--- src/rtl/imh_pkg.sv ---
package imh_pkg;

	// default sizes
	localparam int CAPACITY_DEF     = 1024;
	localparam int HANDLE_COUNT_DEF = 1024;

	// request modes
	typedef enum logic [1:0] {
		MODE_INSERT   = 2'd0,
		MODE_DECREASE = 2'd1,
		MODE_GET      = 2'd2,
		MODE_EXTRACT  = 2'd3
	} mode_t;

	// response status codes
	typedef enum logic [1:0] {
		ST_OK     = 2'd0,
		ST_EMPTY  = 2'd1,
		ST_ABSENT = 2'd2,
		ST_FULL   = 2'd3
	} status_t;

	typedef struct packed {
		mode_t        mode;
		logic [31:0]  key_in;
		logic [9:0]   handle;
		logic [30:0]  decrease_by;
	} req_t;

	typedef struct packed {
		logic [31:0]  key_out;
		status_t      status;
		logic [10:0]  count;
	} rsp_t;

	// one heap slot: key and owning handle
	typedef struct packed {
		logic [31:0]  key;
		logic [9:0]   handle;
	} node_t;

	// datapath operations issued by the controller
	typedef enum logic [4:0] {
		OP_NONE,
		OP_CLR,
		OP_LATCH,
		OP_HS_RD,
		OP_ERR_ABSENT,
		OP_ERR_EMPTY,
		OP_ERR_FULL,
		OP_INS_SETUP,
		OP_DEC_RD,
		OP_DEC_LD,
		OP_RD_ONE,
		OP_TOP_GET,
		OP_EXT,
		OP_EXT_LD,
		OP_UP_RD,
		OP_UP_MOVE,
		OP_PLACE,
		OP_DN_RDL,
		OP_DN_RDR,
		OP_DN_MOVE,
		OP_RESP
	} op_t;

	// datapath status towards the controller
	typedef struct packed {
		mode_t  mode;
		logic   h_ok;
		logic   hs_hit;
		logic   hs_pos_ok;
		logic   cnt_zero;
		logic   cnt_full;
		logic   cnt_one;
		logic   at_root;
		logic   has_left;
		logic   up_less;
		logic   dn_move;
		logic   clr_last;
	} sts_t;

endpackage

--- src/rtl/imh_ctrl.sv ---
module imh_ctrl import imh_pkg::*; (
	input  logic  clk,
	input  logic  arst_n,
	input  logic  start,
	input  sts_t  sts,
	output logic  busy,
	output op_t   op
);

	typedef enum logic [13:0] {
		S_CLR     = 14'b00000000000001,
		S_IDLE    = 14'b00000000000010,
		S_DISP    = 14'b00000000000100,
		S_INS_CHK = 14'b00000000001000,
		S_DEC_CHK = 14'b00000000010000,
		S_DEC_LD  = 14'b00000000100000,
		S_UP_RD   = 14'b00000001000000,
		S_UP_CMP  = 14'b00000010000000,
		S_TOP     = 14'b00000100000000,
		S_EXT_LD  = 14'b00001000000000,
		S_DN_L    = 14'b00010000000000,
		S_DN_R    = 14'b00100000000000,
		S_DN_CMP  = 14'b01000000000000,
		S_RESP    = 14'b10000000000000
	} state_t;

	state_t state_q, state_d;

	// next state and operation
	always_comb begin
		state_d = state_q;
		op      = OP_NONE;
		unique case (state_q)
			S_CLR: begin
				op = OP_CLR;
				if (sts.clr_last) state_d = S_IDLE;
			end
			S_IDLE: begin
				if (start) begin
					op      = OP_LATCH;
					state_d = S_DISP;
				end
			end
			S_DISP: begin
				priority if (sts.mode == MODE_INSERT || sts.mode == MODE_DECREASE) begin
					if (!sts.h_ok) begin
						op      = OP_ERR_ABSENT;
						state_d = S_RESP;
					end else begin
						op      = OP_HS_RD;
						state_d = (sts.mode == MODE_INSERT) ? S_INS_CHK : S_DEC_CHK;
					end
				end else if (sts.cnt_zero) begin
					op      = OP_ERR_EMPTY;
					state_d = S_RESP;
				end else begin
					op      = OP_RD_ONE;
					state_d = S_TOP;
				end
			end
			S_INS_CHK: begin
				priority if (sts.hs_hit) begin
					op      = OP_ERR_ABSENT;
					state_d = S_RESP;
				end else if (sts.cnt_full) begin
					op      = OP_ERR_FULL;
					state_d = S_RESP;
				end else begin
					op      = OP_INS_SETUP;
					state_d = S_UP_RD;
				end
			end
			S_DEC_CHK: begin
				if (!sts.hs_pos_ok) begin
					op      = OP_ERR_ABSENT;
					state_d = S_RESP;
				end else begin
					op      = OP_DEC_RD;
					state_d = S_DEC_LD;
				end
			end
			S_DEC_LD: begin
				op      = OP_DEC_LD;
				state_d = S_UP_RD;
			end
			S_UP_RD: begin
				if (sts.at_root) begin
					op      = OP_PLACE;
					state_d = S_RESP;
				end else begin
					op      = OP_UP_RD;
					state_d = S_UP_CMP;
				end
			end
			S_UP_CMP: begin
				if (sts.up_less) begin
					op      = OP_UP_MOVE;
					state_d = S_UP_RD;
				end else begin
					op      = OP_PLACE;
					state_d = S_RESP;
				end
			end
			S_TOP: begin
				if (sts.mode == MODE_GET) begin
					op      = OP_TOP_GET;
					state_d = S_RESP;
				end else begin
					op      = OP_EXT;
					state_d = sts.cnt_one ? S_RESP : S_EXT_LD;
				end
			end
			S_EXT_LD: begin
				op      = OP_EXT_LD;
				state_d = S_DN_L;
			end
			S_DN_L: begin
				if (!sts.has_left) begin
					op      = OP_PLACE;
					state_d = S_RESP;
				end else begin
					op      = OP_DN_RDL;
					state_d = S_DN_R;
				end
			end
			S_DN_R: begin
				op      = OP_DN_RDR;
				state_d = S_DN_CMP;
			end
			S_DN_CMP: begin
				if (sts.dn_move) begin
					op      = OP_DN_MOVE;
					state_d = S_DN_L;
				end else begin
					op      = OP_PLACE;
					state_d = S_RESP;
				end
			end
			S_RESP: begin
				op      = OP_RESP;
				state_d = S_IDLE;
			end
			default: state_d = S_IDLE;
		endcase
	end

	always_ff @(posedge clk or negedge arst_n) begin
		if (!arst_n) begin
			state_q <= S_CLR;
		end else begin
			state_q <= state_d;
		end
	end

	assign busy = state_q != S_IDLE;

endmodule

--- config.mk ---
export PLATFORM = sky130hd
export DESIGN_NAME = imh_ctrl
export DESIGN_NICKNAME = d
export VERILOG_FILES = /design/src/rtl/imh_pkg.sv /design/src/rtl/imh_ctrl.sv
export SDC_FILE = /design/constraint.sdc
export NUM_CORES = 1
export LEC_CHECK = 0
export BUFFER_PORTS_ARGS = -buffer_cell sky130_fd_sc_hd__buf_2
export CAP_MARGIN = 20
export CORE_ASPECT_RATIO = 0.5
export CORE_MARGIN = 1.5
export CORE_UTILIZATION = 35
export CTS_CLUSTER_DIAMETER = 40
export CTS_CLUSTER_SIZE = 20
export DETAILED_ROUTE_END_ITERATION = 7
export PLACE_DENSITY = 0.63
export SYNTH_ARGS = -nofsm -noshare
export SYNTH_HDL_FRONTEND = slang
export SYNTH_SLANG_ARGS = --single-unit
--- constraint.sdc ---
create_clock -name clk -period 6.9 [get_ports clk]
set_clock_uncertainty 0.1 [all_clocks]
set_input_delay 1.38 -clock clk [delete_from_list [all_inputs] [get_ports clk]]
set_output_delay 1.38 -clock clk [all_outputs]
set_load 0.1 [all_outputs]
Word level (Yosys, flattened, before mapping)
Cells that the tools add are included.
{"block": "classes", "n_mux": 29, "n_eq_ne": 19, "n_reduce_logical": 3}
{"op": "$mux W14", "n": 14}
{"op": "$pmux W14 S13", "n": 1}
{"op": "$pmux W5 S14", "n": 1}
{"op": "$mux W5", "n": 4}
{"op": "$eq A14 B1 Y1 const B", "n": 1}
{"op": "$eq A14 B10 Y1 const B", "n": 1}
{"op": "$eq A14 B11 Y1 const B", "n": 1}
{"op": "$eq A14 B12 Y1 const B", "n": 1}
{"op": "$eq A14 B13 Y1 const B", "n": 1}
{"op": "$eq A14 B14 Y1 const B", "n": 1}
{"op": "$eq A14 B2 Y1 const B", "n": 1}
{"op": "$eq A14 B3 Y1 const B", "n": 1}
{"op": "$eq A14 B4 Y1 const B", "n": 1}
{"op": "$eq A14 B5 Y1 const B", "n": 1}
{"op": "$eq A14 B6 Y1 const B", "n": 1}
{"op": "$eq A14 B7 Y1 const B", "n": 1}
{"op": "$eq A14 B8 Y1 const B", "n": 1}
{"op": "$eq A14 B9 Y1 const B", "n": 1}
{"op": "$ne A14 B2 Y1 const B", "n": 1}
{"op": "$mux W4", "n": 2}
{"op": "$mux W2", "n": 3}
{"op": "$mux W3", "n": 2}
{"op": "$ne A2 B2 Y1 const B", "n": 2}
{"op": "$eq A2 B1 Y1 const B", "n": 1}
{"op": "other kinds (5)", "n": 6}
{"block": "totals", "reg_bits": 14, "input_bits": 16, "word_cells": 52}

Longest topological paths before layout
{"block": "depth", "depth_word": 5, "mapped_depth": 6, "depth_no_buf": 5}

Worst setup path before layout
OpenSTA, ideal clock, no wires.
{"block": "synth_timing", "path_kind": "register to output", "from": "register state_q[5]", "to": "output port op[1]", "required_ns": 5.420, "path_buffers": 0, "slack_ns": 2.173, "stages_incl_launch_ff": 5, "t_arrival_ns": 3.247, "path_cell_list": "dfrtp_1 -> nor4_4 -> nand4_1 -> o221ai_1 -> or3_1"}
{"block": "synth_between", "elab_chain_cells": 2, "word_cells_on_any_way": 15, "classes_between": "14 x eq/ne; 1 x mux"}
{"item": "start, declared", "line_no": "imh_ctrl.sv:27", "text": "state_t state_q, state_d;"}
{"item": "start signal, assigned", "line_no": "imh_ctrl.sv:151", "text": "state_q <= state_d;"}
{"item": "$eq A14 B14 Y1 (tied with other cells)", "line_no": "imh_ctrl.sv:33", "text": "unique case (state_q)"}
{"item": "$pmux W5 S14 *", "line_no": "imh_ctrl.sv:33"}
{"item": "end, declared", "line_no": "imh_ctrl.sv:7", "text": "output op_t op"}
Mark *: on every way between the ends. The rest lies on a longest branch, timed or not.

Worst setup path in the final report
{"block": "layout_timing", "from": "input port sts[4] (netlist name)", "to": "output port op[2]"}
{"block": "layout_between", "elab_chain_cells": 2}
{"item": "start, declared", "line_no": "imh_ctrl.sv:5", "text": "input sts_t sts,"}
{"item": "$mux W5", "line_no": "imh_ctrl.sv:87", "text": "if (sts.at_root) begin"}
{"item": "$pmux W5 S14", "line_no": "imh_ctrl.sv:33"}
Every way passes these cells.

==> metrics.cfg <==
[route]
ant_nets = 0
drt_pass1_iterations = 4
vias = 1056
wirelength_mm = 2.71
vias_per_cell = 5.56
drtIter0Drc = 111
drc = 0
avgRoutedWirePerCell_um = 14.3

[setup_path]
timing.rr.end = state_q[1]
critPathKind = input pin to output port
cp-startpoint = sts[4]
crit_top_cell = buf_2
path_cells = buf_2 -> or3b_2 -> a21o_1 -> o21ai_0 -> nand4b_1 -> buf_2
cp.required_ns = 5.42
cp.arrival_ns = 2.76
start_kind = input pin
critPathSlowestCell = or3b_2
critical_path.max_stage_delay_ns = 0.45
crit_fanout = 3
r2r_start = state_q[1]
r2r_cells = 5
end_kind = output port
rrSetupSlack_ns = 4.67

[cells_and_area]
fin_area_sq_um = 1270
diodes = 0
fin_util = 0.422
drive_above_1_share = 0.207
syn_to_final_growth_pct = 14.4
regMostFlops = state_q
reg_top3 = state_q: 14 flops
largest_reg_flops = 14
fill_cells = 311
nets = 167

[clock_tree]
path_clk_slew_ns = 0.06
cts_buffers = 3
postCtsSetupRepairBufs = 0
h-tree-depth = 1
cts_tree = built
cts.repair.resized = 0
ctsHoldBuffers = 0
cts_root_buf = clkbuf_8
cts.sinks = 14
clk_path_buf_depth = 2
clk_latency_ns = 0.25

[timing]
rsz0062_at_grt = no
final.period_utilization = 0.615
slew_headroom = 0.661
finalSetupTns_ns = 0
setup_viol = 0
finalMaxSlewViolations = 0
worst_pin_slew_ns = 0.504
worst_slack_ns = 2.66
period_minus_slack_ns = 4.24
hold_viol = 0
timing.fmax_ghz = 0.236

[synthesis]
ys_seq_area_frac = 0.317
synth_edf_count = 0
synth_area_leaders = dfrtp_1 29%, nor2_1 6.1%, nor4_4 5.7%
syn_area_sq_um = 1110
ys_warn_count = 0
yosysTopAreaCellShare = 0.293
synth_most_common_cell = nor2_1
yosys.area.top_type = dfrtp_1
synthCells = 131
avgSynthCellArea_sq_um = 8.47
synth_seq_cells = 14
syn_nets = 147
async_flop_share = 1.00
synth_commonest_cells = 18 x nor2_1, 13 x dfrtp_1, 9 x nand2_1
synth_ff_type = dfrtp_1
yosysUniqueCellTypes = 45

[die]
fp-row-count = 14
coreArea_sq_um = 3010
start_util = 0.368
die_y_um = 42.8
ios = 22
die_area_sq_um = 3540
die_w_um = 82.6

[place]
placement.io_buffers = 21
hpwl_mm = 2.14
gp_congestion = 0.826
placed_area_sq_um = 1220
pre_cts_slack_ns = 2.66

[global_routing]
grt_overflow_total = 0
grt_pass1_wl_mm = 4.68
antenna_found_initial = 0
grt_max_degree = 15
first_global_vias = 955
grtUsageTotal = 0.179

[worst_hold_path]
whs_path_depth = 2
hold_path.class = register to register
hold_path_end = state_q[10]
min_from = state_q[8]

[power_and_ir_drop]
ir_worst_vdd_mv = 0.172
p_leak_nw = 0.579
power.density_nw_per_um2 = 286

[flow_run]
maxCapViolCount = 0

[outcome]
run_status = finished, final reports clean

==> worst max-delay path: cells and delay by family <==
family | cells | cell delay (ns)
compound gates | 2 | 0.27
simple gates | 2 | 0.57
buf+inv | 2 | 0.54
==> worst max-delay path by stage <==
stage                     cells after the start    end
after floorplan                               4  op[1]
after global placement                        6  op[2]
after detailed placement                      6  op[2]
after CTS                                     6  op[2]
after global routing                          6  op[0]
final                                         6  op[2]
==> report_power, final <==
part	switching (W)	leakage (nW)	internal [W]
Sequential	0.0000153	0.188	0.0000892
Clock	0.0000300	0.0228	0.0000409
Combinational	0.000135	0.369	0.0000529
Total	0.000181	0.579	0.000183
==> metrics by stage <==
step | power, W | hold WS [ns] | instances
after floorplan | 0.000259 | 0.440 | 131
after global placement | 0.000293 | 0.532 | 186
after detailed placement | 0.000295 | 0.544 | 186
after CTS | 0.000367 | 0.543 | 190
after global routing | 0.000386 | 0.602 | 190
final | 0.000364 | 0.539 | 190
==> kinds of logic (layout without fill, tap and decap cells) <==
kind of cell,after synthesis,after routing,share of synthesized area
muxes,2,2,0.0192
xor gates and xnor gates,5,5,0.0395
DFF,14,14,0.317
AOI/OAI and AO/OA,19,19,0.117
buffers and inverters,11,30,0.0530
and+or+nand+nor,80,80,0.454
==> layout by cell type (no fill, tap or decap), types with 2 or more instances in the layout <==
| cell | count |
|---|---|
| nor2_1 | 18 |
| nor4_4 | 3 |
| xor2_1 | 2 |
| or3_1 | 3 |
| xnor2_1 | 3 |
| nor2b_1 | 5 |
| clkbuf_8 | 3 |
| nand4b_1 | 3 |
| and4_1 | 2 |
| nand2b_1 | 2 |
| nand4_1 | 5 |
| or4_1 | 4 |
| buf_2 | 21 |
| o21ai_0 | 6 |
| and2_1 | 2 |
| dfrtp_1 | 13 |
| o211ai_1 | 2 |
| nand2_1 | 9 |
| a21oi_1 | 2 |
| nand3_1 | 4 |
| inv_1 | 5 |
| nor3_1 | 8 |
| nor4b_1 | 4 |
==> layout make-up <==
class	instances	area [sq um]	share of cell area
clock buffers	4	45.0	0.0355
repair buffers	21	105	0.0828
flip-flops and latches	14	352	0.277
multi-input cells	106	699	0.551
well taps	40	50.0	0.0394
inverters	5	18.8	0.0148
==> layer usage <==
metal,global-route usage,vias up,routed length [um]
met5,0,-,0
met2,0.281,21,1250
li1,-,522,-
met3,0.0473,5,127
met4,0.0400,0,26
met1,0.247,508,1310
No activity file was read; power rests on OpenSTA's default activity.
